--- config.mk ---
export PLATFORM = sky130hd
export DESIGN_NAME = sbcr_ctrl
export DESIGN_NICKNAME = d
export VERILOG_FILES = /design/src/sbcr_pkg.sv /design/src/sbcr_ctrl.sv
export SDC_FILE = /design/constraint.sdc
export NUM_CORES = 1
export LEC_CHECK = 0
export BUFFER_PORTS_ARGS = -buffer_cell sky130_fd_sc_hd__clkbuf_2
export CORE_AREA = 2 2 68 70
export CTS_CLUSTER_DIAMETER = 200
export CTS_CLUSTER_SIZE = 20
export DETAILED_ROUTE_END_ITERATION = 12
export DIE_AREA = 0 0 70 72
export GPL_TIMING_DRIVEN = 0
export SETUP_SLACK_MARGIN = 0.05
export SLEW_MARGIN = 40
export SYNTH_ARGS = -nofsm -noshare
export SYNTH_HDL_FRONTEND = slang
export SYNTH_SLANG_ARGS = --single-unit
--- constraint.sdc ---
create_clock -name i_clk -period 2.3 [get_ports i_clk]
set_clock_uncertainty 0.05 [all_clocks]
set_input_delay 0.46 -clock i_clk [delete_from_list [all_inputs] [get_ports i_clk]]
set_output_delay 0.46 -clock i_clk [all_outputs]
set_load 0.005 [all_outputs]
--- src/sbcr_pkg.sv ---
// sbcr_pkg: shared types and constants for the save block chain reader
// no dependencies
`default_nettype none
package sbcr_pkg;
    localparam int NUM_BLOCKS  = 512;
    localparam int BLOCK_BYTES = 64;
    localparam int MAX_CHAIN   = 512;
    localparam int AW   = 15;
    localparam int BW   = $clog2(NUM_BLOCKS);
    localparam int OW   = $clog2(BLOCK_BYTES);
    localparam int CW   = $clog2(MAX_CHAIN);
    localparam int CCW  = CW + 1;

    localparam logic [1:0] CMD_WRITE = 2'd0;
    localparam logic [1:0] CMD_OPEN  = 2'd1;
    localparam logic [1:0] CMD_FETCH = 2'd2;

    localparam logic [1:0] ST_OK      = 2'd0;
    localparam logic [1:0] ST_NOTFND  = 2'd1;
    localparam logic [1:0] ST_NODATA  = 2'd2;

    localparam logic [7:0] SIZE_OFS   = 8'h1e;
    localparam logic [7:0] INLINE_MAX = 8'h1e;
    localparam logic [7:0] DATA_OFS   = 8'h22;
    localparam logic [7:0] LINK_OFS   = 8'd4;

    typedef enum logic [4:0] {
        S_IDLE, S_SCAN_RD, S_SCAN_CHK,
        S_SIZE_RD, S_SIZE_CHK,
        S_LIST_RD, S_LIST_CHK,
        S_LINK_RD, S_LINK_WAIT, S_LINK_LOAD,
        S_CUR_RD, S_CUR_WAIT,
        S_FETCH_RD, S_FETCH_CHK,
        S_OUT
    } t_state;

    // controller to datapath
    typedef struct packed {
        logic       wr_img;
        logic       rd_img;   // read at image address from addr_sel
        logic [2:0] addr_sel; // 0 scan, 1 size, 2 list, 3 fetch
        logic [2:0] byte_idx; // byte counter for multi-byte reads
        logic       rd_chain; // read chain at pos (link)
        logic       rd_chain_cur;
        logic       scan_init;
        logic       scan_next;
        logic       found_inc;
        logic       size_load;
        logic       list_push;
        logic       list_adv;
        logic       link_load;
        logic       list_term;
        logic       open_done;
        logic       open_fail;
        logic       cur_load;
        logic       fetch_adv;
        logic       shift_in;
        logic       out_load;
        logic [1:0] out_status;
        logic       out_is_open;
    } t_cmd;

    typedef struct packed {
        logic scan_end;
        logic mark_ok;
        logic found_hit;
        logic inline_size;
        logic capped;
        logic entry_zero;
        logic dp_wrap;
        logic pending;
        logic fetch_wrap;
    } t_sts;
endpackage
`default_nettype wire

--- src/sbcr_ctrl.sv ---
// sbcr_ctrl: command sequencer for writes, open walks and fetches
// depends on sbcr_pkg
`default_nettype none
module sbcr_ctrl
    import sbcr_pkg::*;
(
    input  wire        i_clk,
    input  wire        i_rst_n,
    input  wire        i_valid,
    output logic       o_ready,
    input  wire  [1:0] i_cmd_code,
    output logic       o_valid,
    input  wire        i_out_ready,
    output t_cmd       o_cmd,
    input  t_sts       i_sts
);
    t_state r_state, n_state;
    logic [2:0] r_bi, n_bi;
    logic [1:0] r_fix, n_fix; // step flag: 1 header check, 3 size clamp, 2 fetch advance on output

    always_ff @(posedge i_clk) begin
        if (!i_rst_n) begin
            r_state <= S_IDLE; r_bi <= '0; r_fix <= '0;
        end else begin
            r_state <= n_state; r_bi <= n_bi; r_fix <= n_fix;
        end
    end

    always_comb begin
        n_state = r_state; n_bi = r_bi; n_fix = r_fix;
        o_cmd = '0; o_cmd.byte_idx = r_bi;
        o_ready = 1'b0; o_valid = 1'b0;
        unique case (r_state)
            S_IDLE: begin
                o_ready = 1'b1;
                if (i_valid) begin
                    priority case (i_cmd_code)
                        CMD_WRITE: o_cmd.wr_img = 1'b1;
                        CMD_OPEN: begin
                            o_cmd.scan_init = 1'b1; n_bi = '0; n_state = S_SCAN_RD;
                        end
                        CMD_FETCH: begin
                            n_bi = '0;
                            if (i_sts.pending) begin
                                o_cmd.rd_chain_cur = 1'b1; n_state = S_CUR_WAIT;
                            end else begin
                                o_cmd.out_load = 1'b1; o_cmd.out_status = ST_NODATA;
                                n_state = S_OUT;
                            end
                        end
                        default: ;
                    endcase
                end
            end
            // read four header bytes of the scanned block
            S_SCAN_RD: begin
                o_cmd.addr_sel = 3'd0; n_state = S_SCAN_CHK;
            end
            S_SCAN_CHK: begin
                o_cmd.shift_in = 1'b1;
                if (r_bi != 3'd3) begin
                    n_bi = r_bi + 1'b1; n_state = S_SCAN_RD;
                end else begin
                    n_bi = '0; n_state = S_SIZE_RD; n_fix = 2'd1;
                end
            end
            S_SIZE_RD: begin
                if (r_fix == 2'd1) begin
                    // decide on header word, a hit seeds the start block regs
                    n_fix = 2'd0;
                    if (i_sts.mark_ok && i_sts.found_hit) begin
                        o_cmd.size_load = 1'b1; n_state = S_SIZE_RD; n_fix = 2'd2;
                    end else begin
                        if (i_sts.mark_ok) o_cmd.found_inc = 1'b1;
                        if (i_sts.scan_end) begin
                            o_cmd.open_fail = 1'b1; o_cmd.out_load = 1'b1;
                            o_cmd.out_status = ST_NOTFND; o_cmd.out_is_open = 1'b1;
                            n_state = S_OUT;
                        end else begin
                            o_cmd.scan_next = 1'b1; n_state = S_SCAN_RD;
                        end
                    end
                end else begin
                    o_cmd.addr_sel = 3'd1;
                    n_fix = 2'd0; n_state = S_SIZE_CHK;
                end
            end
            S_SIZE_CHK: begin
                o_cmd.shift_in = 1'b1;
                if (r_bi != 3'd3) begin
                    n_bi = r_bi + 1'b1; n_state = S_SIZE_RD;
                end else begin
                    n_bi = '0; n_state = S_LIST_RD; n_fix = 2'd3;
                end
            end
            S_LIST_RD: begin
                if (r_fix == 2'd3) begin
                    // clamp size then choose inline or list walk
                    o_cmd.size_load = 1'b1; n_fix = 2'd0;
                end else if (i_sts.inline_size || i_sts.capped) begin
                    o_cmd.open_done = 1'b1; o_cmd.out_load = 1'b1;
                    o_cmd.out_status = ST_OK; o_cmd.out_is_open = 1'b1;
                    n_state = S_OUT;
                end else begin
                    o_cmd.addr_sel = 3'd2; n_state = S_LIST_CHK;
                end
            end
            S_LIST_CHK: begin
                o_cmd.shift_in = 1'b1; o_cmd.addr_sel = 3'd2;
                if (r_bi == 3'd0) begin
                    n_bi = 3'd1; n_fix = 2'd0;
                    o_cmd.byte_idx = 3'd0;
                    n_state = S_LINK_RD;
                end else begin
                    n_bi = '0;
                    if (i_sts.entry_zero) begin
                        o_cmd.list_term = 1'b1;
                        n_state = S_CUR_RD;
                    end else begin
                        o_cmd.list_push = 1'b1; o_cmd.list_adv = 1'b1;
                        if (i_sts.dp_wrap) n_state = S_LINK_WAIT;
                        else n_state = S_LIST_RD;
                    end
                end
            end
            // second byte read of a list entry
            S_LINK_RD: begin
                o_cmd.addr_sel = 3'd2; o_cmd.byte_idx = 3'd1; n_state = S_LIST_CHK;
            end
            // next list block: read its number from the chain, then load it
            S_LINK_WAIT: begin
                o_cmd.rd_chain = 1'b1; n_state = S_LINK_LOAD;
            end
            S_LINK_LOAD: begin
                o_cmd.link_load = 1'b1; n_state = S_LIST_RD;
            end
            // finish open after terminator
            S_CUR_RD: begin
                o_cmd.open_done = 1'b1; o_cmd.out_load = 1'b1;
                o_cmd.out_status = ST_OK; o_cmd.out_is_open = 1'b1;
                n_state = S_OUT;
            end
            // fetch: current block from chain, two bytes
            S_CUR_WAIT: begin
                o_cmd.cur_load = 1'b1; n_state = S_FETCH_RD;
            end
            S_FETCH_RD: begin
                o_cmd.addr_sel = 3'd3; n_state = S_FETCH_CHK;
            end
            S_FETCH_CHK: begin
                o_cmd.shift_in = 1'b1; o_cmd.addr_sel = 3'd3;
                if (r_bi == 3'd0) begin
                    n_bi = 3'd1; n_state = S_FETCH_RD;
                end else begin
                    n_bi = '0; o_cmd.out_load = 1'b1; o_cmd.out_status = ST_OK;
                    n_state = S_OUT; n_fix = 2'd2;
                end
            end
            S_OUT: begin
                o_valid = 1'b1;
                if (r_fix == 2'd2) begin
                    o_cmd.fetch_adv = 1'b1; n_fix = 2'd0;
                end
                if (i_out_ready) n_state = S_IDLE;
            end
            default: n_state = S_IDLE;
        endcase
    end
endmodule
`default_nettype wire
==> impl_table.tex, run 1 <==
\begin{tabular}{lr}
\hline
Metric & Value \\
\hline
\multicolumn{2}{l}{\textbf{Run status}} \\
Outcome & completed \\
\multicolumn{2}{l}{\textbf{Final layout}} \\
Most used cells in the layout excluding fill and tap cells & 40 x sky130\_fd\_sc\_hd\_\_clkbuf\_2, 15 x sky130\_fd\_sc\_hd\_\_buf\_4, 14 x sky130\_fd\_sc\_hd\_\_nand2\_1, 14 x sky130\_fd\_sc\_hd\_\_a21oi\_1, 13 x sky130\_fd\_sc\_hd\_\_nor2\_1 \\
Sequential cell area & 190 um\^{}2 \\
Most common library cell in the layout ignoring fill and taps & sky130\_fd\_sc\_hd\_\_clkbuf\_2 \\
Final-stage net count & 250 \\
Filler Cell Count & 448 \\
Multi-input logic area & 1000 um\^{}2 \\
Utilization after layout & 0.409 \\
ANT cells & 0 \\
Fraction of final layout cells with drive strength greater than 1 & 0.410 \\
Synth-to-Final Area Change & 39.1\% \\
\multicolumn{2}{l}{\textbf{Synthesis}} \\
Synthesized instance count & 172 \\
Share of flip-flops with an asynchronous set or reset & 0 \\
Cell variety after synth & 58 \\
Flip-flop and latch count after synthesis & 9 \\
EDFF count, synth & 0 \\
Avg Synthesized Cell Area & 7.29 um\^{}2 \\
Sequential area share after synthesis & 0.144 \\
Mapped cell area & 0.00125 mm\^{}2 \\
Main flop type after synthesis & sky130\_fd\_sc\_hd\_\_dfxtp\_1 \\
Synth warn & 0 \\
\multicolumn{2}{l}{\textbf{Clocking}} \\
Clock-pin slew of the registers on the worst-case setup and hold paths & 0.05 ns \\
Maximum clock path buffer count & 2 \\
CTS tree & done \\
Clock Sinks & 9 \\
Later-pin clock latency in the skew report & 0.24 ns \\
Total clock buffers created by CTS & 3 \\
CTS Hold Bufs & 0 \\
Root buffer cell & sky130\_fd\_sc\_hd\_\_clkbuf\_8 \\
Total number of H-tree levels & 1 \\
\multicolumn{2}{l}{\textbf{Floorplanning}} \\
FP Rows & 24 \\
Initial Utilization & 0.294 \\
Placeable core region & 0.00426 mm\^{}2 \\
Die width & 70 um \\
Overall die height & 72 um \\
Count of pins on the block boundary & 44 \\
Area of the die & 0.00504 mm\^{}2 \\
\multicolumn{2}{l}{\textbf{Detailed routing}} \\
Routed WL per cell & 15.4 um \\
Final ANT Viol Nets & 0 \\
Length of the first detailed-routing pass in iterations & 5 \\
Via-per-instance ratio & 5.62 \\
Total Wirelength & 4.32 mm \\
1st-iter DRT viols & 185 \\
Final routed DRC violation total & 0 \\
Number of vias in the routed layout & 1579 \\
\multicolumn{2}{l}{\textbf{Placed design}} \\
Post-detailed-placement half-perimeter wirelength & 3.09 mm \\
Placer Congestion & 1.03 \\
Quantity of I/O buffers inserted on ports & 40 \\
Post-placement setup slack & 0.0422 ns \\
\multicolumn{2}{l}{\textbf{Critical path}} \\
Setup crit end kind & primary output \\
Endpoint required time on the critical path & 1.79 ns \\
Reg2reg path depth & 9 \\
Path type of the worst setup path & reg2out \\
Data arrival, critical path & 1.69 ns \\
Crit-path max FO & 4 \\
Worst setup SP type & register \\
\multicolumn{2}{l}{\textbf{Hold path}} \\
Instance count along the most critical hold path & 2 \\
Min-delay worst type & reg2reg \\
\multicolumn{2}{l}{\textbf{Power and ir drop}} \\
Ratio of total power to cell area & 625 mW/mm\^{}2 \\
Clk pwr share & 0.186 \\
Internal power consumption & 596 uW \\
Switching portion of total power & 0.453 \\
Switching power & 494 uW \\
Worst ir drop on vdd & 0.159 mV \\
Static leakage & 0.000816 uW \\
Combinational share of power & 0.617 \\
Sequential power share & 0.197 \\
\multicolumn{2}{l}{\textbf{Global routing}} \\
Layer with the highest usage after global routing & met2 \\
Via count of the first global-routing pass & 1376 \\
Total overflow reported by the global router & 0 \\
Met2 Track Usage GR & 0.292 \\
All-Layer GR Usage & 0.164 \\
Wire length of the first global-routing pass & 6.73 mm \\
Maximum number of pins on one net before global-route repair & 11 \\
Met3 demand-to-capacity share in global routing & 0.0292 \\
Met1 track demand over resource & 0.205 \\
Antenna violations before repair & 0 \\
\multicolumn{2}{l}{\textbf{Timing}} \\
Final critical delay including setup and external delays & 2.20 ns \\
Final Setup Violations & 0 \\
Tcrit/Tclk final & 0.956 \\
Count of endpoints failing hold in the final timing report & 0 \\
Worst setup margin & 0.100 ns \\
Unrepaired setup endpoints after global routing & true \\
Highest clock rate & 0.455 GHz \\
Max-slew violation count & 0 \\
Setup TNS Final & 0 ns \\
\multicolumn{2}{l}{\textbf{Flow run}} \\
\# Max-Cap Violations & 0 \\
\hline
\end{tabular}
[flip-flops by register name (all words and copies together), names as in the netlist]
signal / flops
r_state: 4
r_bi: 3
r_fix: 2
[power groups by stage]
| stage | Sequential [uW] | Clock, uW | Combinational (uW) |
|---|---|---|---|
| after floorplan | 206 | 0 | 415 |
| after global placement | 210 | 0 | 566 |
| after detailed placement | 211 | 0 | 561 |
| after CTS | 211 | 201 | 598 |
| after global routing | 220 | 209 | 723 |
| final | 215 | 203 | 672 |
[repair_timing]
item | 4_1_cts | 5_1_grt
endpoints found under the setup margin | 4 | 3
setup buffers | 3 | 8
pin swaps | 1 | 5
resized for setup | 16 | 4
cloned | 0 | 1
[routing by layer]
metal  vias up  routed length (um)
met4         0                  86
li1        743                   -
met5         -                   0
met2        97                2030
met3        16                 394
met1       723                1810
[cells by family after synthesis]
logic type / after synthesis / share of synthesized area
flops: 9 / 0.144
buf+inv: 23 / 0.109
mux: 1 / 0.00798
xor+xnor: 2 / 0.0140
simple gates: 70 / 0.326
fa+ha+maj: 5 / 0.0499
compound gates: 61 / 0.346
other cells: 1 / 0.00299
[critical path, cell delays in order (launching register included)]
cell	delay, ns
sky130_fd_sc_hd__dfxtp_4	0.35
sky130_fd_sc_hd__buf_8	0.12
sky130_fd_sc_hd__nor2b_4	0.13
sky130_fd_sc_hd__nand3_2	0.09
sky130_fd_sc_hd__o22ai_2	0.07
sky130_fd_sc_hd__or2_1	0.24
sky130_fd_sc_hd__or3_1	0.34
sky130_fd_sc_hd__clkbuf_2	0.11
[Yosys cell counts (2+ instances only)]
| cell type | count | area (um^2) |
|---|---|---|
| sky130_fd_sc_hd__nand2_1 | 14 | 52.6 |
| sky130_fd_sc_hd__nor2_1 | 13 | 48.8 |
| sky130_fd_sc_hd__o22ai_1 | 3 | 18.8 |
| sky130_fd_sc_hd__nor3_1 | 7 | 35.0 |
| sky130_fd_sc_hd__buf_4 | 6 | 45.0 |
| sky130_fd_sc_hd__ha_1 | 5 | 62.6 |
| sky130_fd_sc_hd__o21ai_0 | 10 | 50.1 |
| sky130_fd_sc_hd__and3_1 | 4 | 25.0 |
| sky130_fd_sc_hd__o311a_1 | 2 | 20.0 |
| sky130_fd_sc_hd__a32oi_1 | 2 | 17.5 |
| sky130_fd_sc_hd__nor2_2 | 2 | 12.5 |
| sky130_fd_sc_hd__a21oi_1 | 14 | 70.1 |
| sky130_fd_sc_hd__and3b_1 | 2 | 17.5 |
| sky130_fd_sc_hd__nand2b_1 | 5 | 31.3 |
| sky130_fd_sc_hd__inv_1 | 9 | 33.8 |
| sky130_fd_sc_hd__nor2b_1 | 8 | 50.1 |
| sky130_fd_sc_hd__buf_2 | 4 | 20.0 |
| sky130_fd_sc_hd__a211oi_1 | 4 | 30.0 |
| sky130_fd_sc_hd__o21ai_1 | 3 | 15.0 |
| sky130_fd_sc_hd__a21o_1 | 2 | 15.0 |
| sky130_fd_sc_hd__dfxtp_1 | 9 | 180 |
| sky130_fd_sc_hd__buf_6 | 3 | 33.8 |
| sky130_fd_sc_hd__or3_1 | 2 | 12.5 |
| sky130_fd_sc_hd__o31ai_1 | 4 | 30.0 |
| sky130_fd_sc_hd__a31oi_1 | 2 | 12.5 |
[layout make-up]
cell class / instances / area share
Clock buffer: 4 / 0.0258
Timing Repair Buffer: 52 / 0.172
Multi-Input combinational cell: 141 / 0.573
Tap cell: 52 / 0.0373
Sequential cell: 9 / 0.109
Inverter: 10 / 0.0215
Buffer: 13 / 0.0610
[worst paths after layout]
check / start / end / slack (ns)
min: r_bi[0]$_SDFFE_PN0P_ / r_bi[0]$_SDFFE_PN0P_ / 0.42
min reg2reg: r_bi[0]$_SDFFE_PN0P_ / r_bi[0]$_SDFFE_PN0P_ / 0.42
max: r_state[2]$_SDFFE_PN0P_ / o_cmd[3] / 0.10
max reg2reg: r_bi[0]$_SDFFE_PN0P_ / r_fix[1]$_SDFFE_PN0P_ / 0.31
[per-stage QoR]
stage / total power, uW / hold WS [ns] / instances / area (um^2)
final: 1090 / 0.418 / 281 / 1740
after detailed placement: 772 / 0.421 / 265 / 1520
after global placement: 777 / 0.422 / 265 / 1520
after floorplan: 620 / 0.399 / 173 / 1260
after global routing: 1150 / 0.468 / 281 / 1740
after CTS: 1010 / 0.419 / 272 / 1660
Note: power is estimated with default switching activity, not from simulation.
==> inputs of run 2 (changes only) <==
--- a/config.mk
+++ b/config.mk
@@ -6,12 +6,15 @@
 export NUM_CORES = 1
 export LEC_CHECK = 0
 export BUFFER_PORTS_ARGS = -buffer_cell sky130_fd_sc_hd__clkbuf_2
+export CELL_PAD_IN_SITES_DETAIL_PLACEMENT = 1
+export CELL_PAD_IN_SITES_GLOBAL_PLACEMENT = 1
 export CORE_AREA = 2 2 68 70
 export CTS_CLUSTER_DIAMETER = 200
 export CTS_CLUSTER_SIZE = 20
 export DETAILED_ROUTE_END_ITERATION = 12
 export DIE_AREA = 0 0 70 72
 export GPL_TIMING_DRIVEN = 0
+export PLACE_DENSITY_LB_ADDON = 0.1
 export SETUP_SLACK_MARGIN = 0.05
 export SLEW_MARGIN = 40
 export SYNTH_ARGS = -nofsm -noshare
==> run 2 against run 1 <==
Against the previous run: power down 1.5%; first-iteration DRC count down 37%; clock-buffer cell count unchanged; final area down 0.57%; critical path depth unchanged; sequential share of layout area up 0.063 points; via count down 3.4%; hold slack better by 0.011 ns; combinational power down 0.9%; cell count down 0.36%; wire length up 15%; register-to-register slack worse by 0.02 ns; largest cell class unchanged; highest routed layer unchanged.
==> impl_table.tex, run 2 (synthesis gave the netlist of run 1 again) <==
\begin{tabular}{lr}
\hline
Metric & Value \\
\hline
\multicolumn{2}{l}{\textbf{Timing}} \\
Tcrit/Tclk final & 0.968 (was 0.956) \\
Final Setup Violations & 0 (unchanged) \\
Unrepaired setup endpoints after global routing & true (unchanged) \\
Smallest hold slack & 0.429 ns (was 0.418 ns) \\
Final critical delay including setup and external delays & 2.23 ns (was 2.20 ns) \\
Highest clock rate & 0.449 GHz (was 0.455 GHz) \\
Count of endpoints failing hold in the final timing report & 0 (unchanged) \\
Max-slew violation count & 0 (unchanged) \\
\multicolumn{2}{l}{\textbf{Final layout}} \\
Most common library cell in the layout ignoring fill and taps & sky130\_fd\_sc\_hd\_\_clkbuf\_2 (unchanged) \\
Regs by FF count & r\_state (4), r\_bi (3), r\_fix (2) (unchanged) \\
Most used cells in the layout excluding fill and tap cells & 40 x sky130\_fd\_sc\_hd\_\_clkbuf\_2, 16 x sky130\_fd\_sc\_hd\_\_buf\_4, 14 x sky130\_fd\_sc\_hd\_\_nand2\_1, 14 x sky130\_fd\_sc\_hd\_\_a21oi\_1, 13 x sky130\_fd\_sc\_hd\_\_nor2\_1 (was 40 x sky130\_fd\_sc\_hd\_\_clkbuf\_2, 15 x sky130\_fd\_sc\_hd\_\_buf\_4, 14 x sky130\_fd\_sc\_hd\_\_nand2\_1, 14 x sky130\_fd\_sc\_hd\_\_a21oi\_1, 13 x sky130\_fd\_sc\_hd\_\_nor2\_1) \\
Synth-to-Final Area Change & 38.3\% (was 39.1\%) \\
Final-stage net count & 249 (was 250) \\
Number of standard cells in the layout, taps in and fillers out & 280 (was 281) \\
Fraction of final layout cells with drive strength greater than 1 & 0.421 (was 0.410) \\
Utilization after layout & 0.407 (was 0.409) \\
Flip-flop count of the largest register, all copies and words added & 4 (unchanged) \\
Biggest register & r\_state (unchanged) \\
ANT cells & 0 (unchanged) \\
\multicolumn{2}{l}{\textbf{Detailed routing}} \\
Final routed DRC violation total & 0 (unchanged) \\
Length of the first detailed-routing pass in iterations & 4 (was 5) \\
Routed WL per cell & 17.7 um (was 15.4 um) \\
1st-iter DRT viols & 116 (was 185) \\
Total Wirelength & 4.96 mm (was 4.32 mm) \\
Final ANT Viol Nets & 0 (unchanged) \\
Number of vias in the routed layout & 1525 (was 1579) \\
Via-per-instance ratio & 5.45 (was 5.62) \\
\multicolumn{2}{l}{\textbf{Critical path}} \\
Crit-path max FO & 5 (was 4) \\
CP bufs+invs & 2 (unchanged) \\
Cell depth of the worst setup path & 7 (unchanged) \\
Capturing point of the worst reg2reg path & r\_fix[1]\$\_SDFFE\_PN0P\_ (unchanged) \\
Cell at the slowest stage of the critical path & sky130\_fd\_sc\_hd\_\_dfxtp\_4 (unchanged) \\
CP Cell Sequence & buf\_8 -> nor2b\_4 -> nand3\_2 -> o22ai\_2 -> or2\_1 -> or3\_1 -> clkbuf\_2 (unchanged) \\
R2r startpoint & r\_state[2]\$\_SDFFE\_PN0P\_ (was r\_bi[0]\$\_SDFFE\_PN0P\_) \\
Capture point of the critical path & o\_cmd[3] (unchanged) \\
Dominant delay contributor by cell family on the critical path & simple AND/OR/NAND/NOR gates (unchanged) \\
Worst setup SP type & register (unchanged) \\
Reg2reg path depth & 9 (unchanged) \\
Setup slack of the worst register-to-register path & 0.29 ns (was 0.31 ns) \\
Launch point of the critical path & r\_state[2]\$\_SDFFE\_PN0P\_ (unchanged) \\
Endpoint required time on the critical path & 1.79 ns (about the same) \\
Delay contributed by the slowest stage of the critical path & 0.36 ns (was 0.35 ns) \\
Path type of the worst setup path & reg2out (unchanged) \\
Data arrival, critical path & 1.72 ns (was 1.69 ns) \\
Setup crit end kind & primary output (unchanged) \\
\multicolumn{2}{l}{\textbf{Clocking}} \\
CTS Hold Bufs & 0 (unchanged) \\
Later-pin clock latency in the skew report & 0.24 ns (about the same) \\
Maximum clock path buffer count & 2 (unchanged) \\
Root buffer cell & sky130\_fd\_sc\_hd\_\_clkbuf\_8 (unchanged) \\
Clock-pin slew of the registers on the worst-case setup and hold paths & 0.05 ns (about the same) \\
Clock Sinks & 9 (unchanged) \\
Total clock buffers created by CTS & 3 (unchanged) \\
Total number of H-tree levels & 1 (unchanged) \\
CTS tree & done (unchanged) \\
\multicolumn{2}{l}{\textbf{Global routing}} \\
Wire length of the first global-routing pass & 7.79 mm (was 6.73 mm) \\
All-Layer GR Usage & 0.194 (was 0.164) \\
Total overflow reported by the global router & 0 (unchanged) \\
Antenna violations before repair & 0 (unchanged) \\
Via count of the first global-routing pass & 1528 (was 1376) \\
Maximum number of pins on one net before global-route repair & 11 (unchanged) \\
\multicolumn{2}{l}{\textbf{Power and ir drop}} \\
Ratio of total power to cell area & 619 mW/mm\^{}2 (was 625 mW/mm\^{}2) \\
Static leakage & 0.000805 uW (was 0.000816 uW) \\
Worst ir drop on vdd & 0.271 mV (was 0.159 mV) \\
\multicolumn{2}{l}{\textbf{Floorplanning}} \\
Count of pins on the block boundary & 44 (unchanged) \\
FP Rows & 24 (unchanged) \\
Die width & 70 um (unchanged) \\
Overall die height & 72 um (unchanged) \\
Placeable core region & 0.00426 mm\^{}2 (unchanged) \\
Area of the die & 0.00504 mm\^{}2 (unchanged) \\
Initial Utilization & 0.294 (unchanged) \\
\multicolumn{2}{l}{\textbf{Flow run}} \\
\# Max-Cap Violations & 0 (unchanged) \\
\multicolumn{2}{l}{\textbf{Placed design}} \\
Placer Congestion & 0.874 (was 1.03) \\
Post-detailed-placement half-perimeter wirelength & 3.77 mm (was 3.09 mm) \\
Quantity of I/O buffers inserted on ports & 40 (unchanged) \\
Placed cell count & 265 (unchanged) \\
\multicolumn{2}{l}{\textbf{Hold path}} \\
Hold Path Origin & r\_bi[0]\$\_SDFFE\_PN0P\_ (unchanged) \\
Min-delay worst type & reg2reg (unchanged) \\
\multicolumn{2}{l}{\textbf{Run status}} \\
Outcome & completed (unchanged) \\
\hline
\end{tabular}
[run 2: changes by cell type in the layout (fill, tap and decap cells not counted), sizes merged]
cell and change:
buf -1
[run 2: layout make-up]
cell class / count / area [um^2]
buffer: 13 / 106
clock buffer: 4 / 45.0
fill: 565 / 2530
inverter: 10 / 37.5
multi-input combinational: 141 / 1010
sequential: 9 / 190
tap: 52 / 65.1
timing repair buffer: 51 / 283
[run 2: worst min-delay path by stage]
stage          cells after the start                    to  slack (ns)
2_1_floorplan                      2  r_bi[0]$_SDFFE_PN0P_        0.40
3_3_place_gp                       2  r_bi[0]$_SDFFE_PN0P_        0.41
3_5_place_dp                       2  r_bi[0]$_SDFFE_PN0P_        0.44
4_1_cts                            2  r_bi[0]$_SDFFE_PN0P_        0.43
5_1_grt                            2  r_bi[0]$_SDFFE_PN0P_        0.46
6_report                           2  r_bi[0]$_SDFFE_PN0P_        0.43
[run 2: stage by stage]
step / total power [uW] / setup TNS [ns] / area [um^2] / setup slack [ns]
after floorplan: 620 / 0 / 1260 / 0.308
after global placement: 791 / 0 / 1520 / 0.0656
after detailed placement: 802 / -0.000224 / 1520 / -0.000224
after CTS: 1040 / 0 / 1670 / 0.0233
after global routing: 1140 / 0 / 1730 / 0.00790
final: 1070 / 0 / 1730 / 0.0731
[run 2: metal layers]
layer	global-route usage	up-vias	wire length (um)
li1	-	739	-
met1	0.252	741	2190
met2	0.340	41	2480
met3	0.0333	4	239
met4	0.0406	0	46
met5	0	-	0
[run 2: power breakdown]
group | leakage, uW | switching [uW] | total (uW) | internal, uW
clock network | 0.0000228 | 72.7 | 194 | 122
registers | 0.0000757 | 28.8 | 214 | 185
logic | 0.000707 | 395 | 666 | 270
total | 0.000805 | 497 | 1070 | 577
[run 2: what timing repair did]
| item | 4_1_cts | 5_1_grt |
|---|---|---|
| endpoints found under the setup margin | 4 | 5 |
| setup buffers | 6 | 5 |
| hold endpoints to repair | 0 | 0 |
| gates resized for setup | 16 | 7 |
| pin swaps | 5 | 4 |
[run 2: worst min-delay path: cells and delay by family, from the launching register on]
kind               cells  cell delay, ns
AOI/OAI and AO/OA      1            0.05
DFF                    1            0.33
and+or+nand+nor        1            0.06
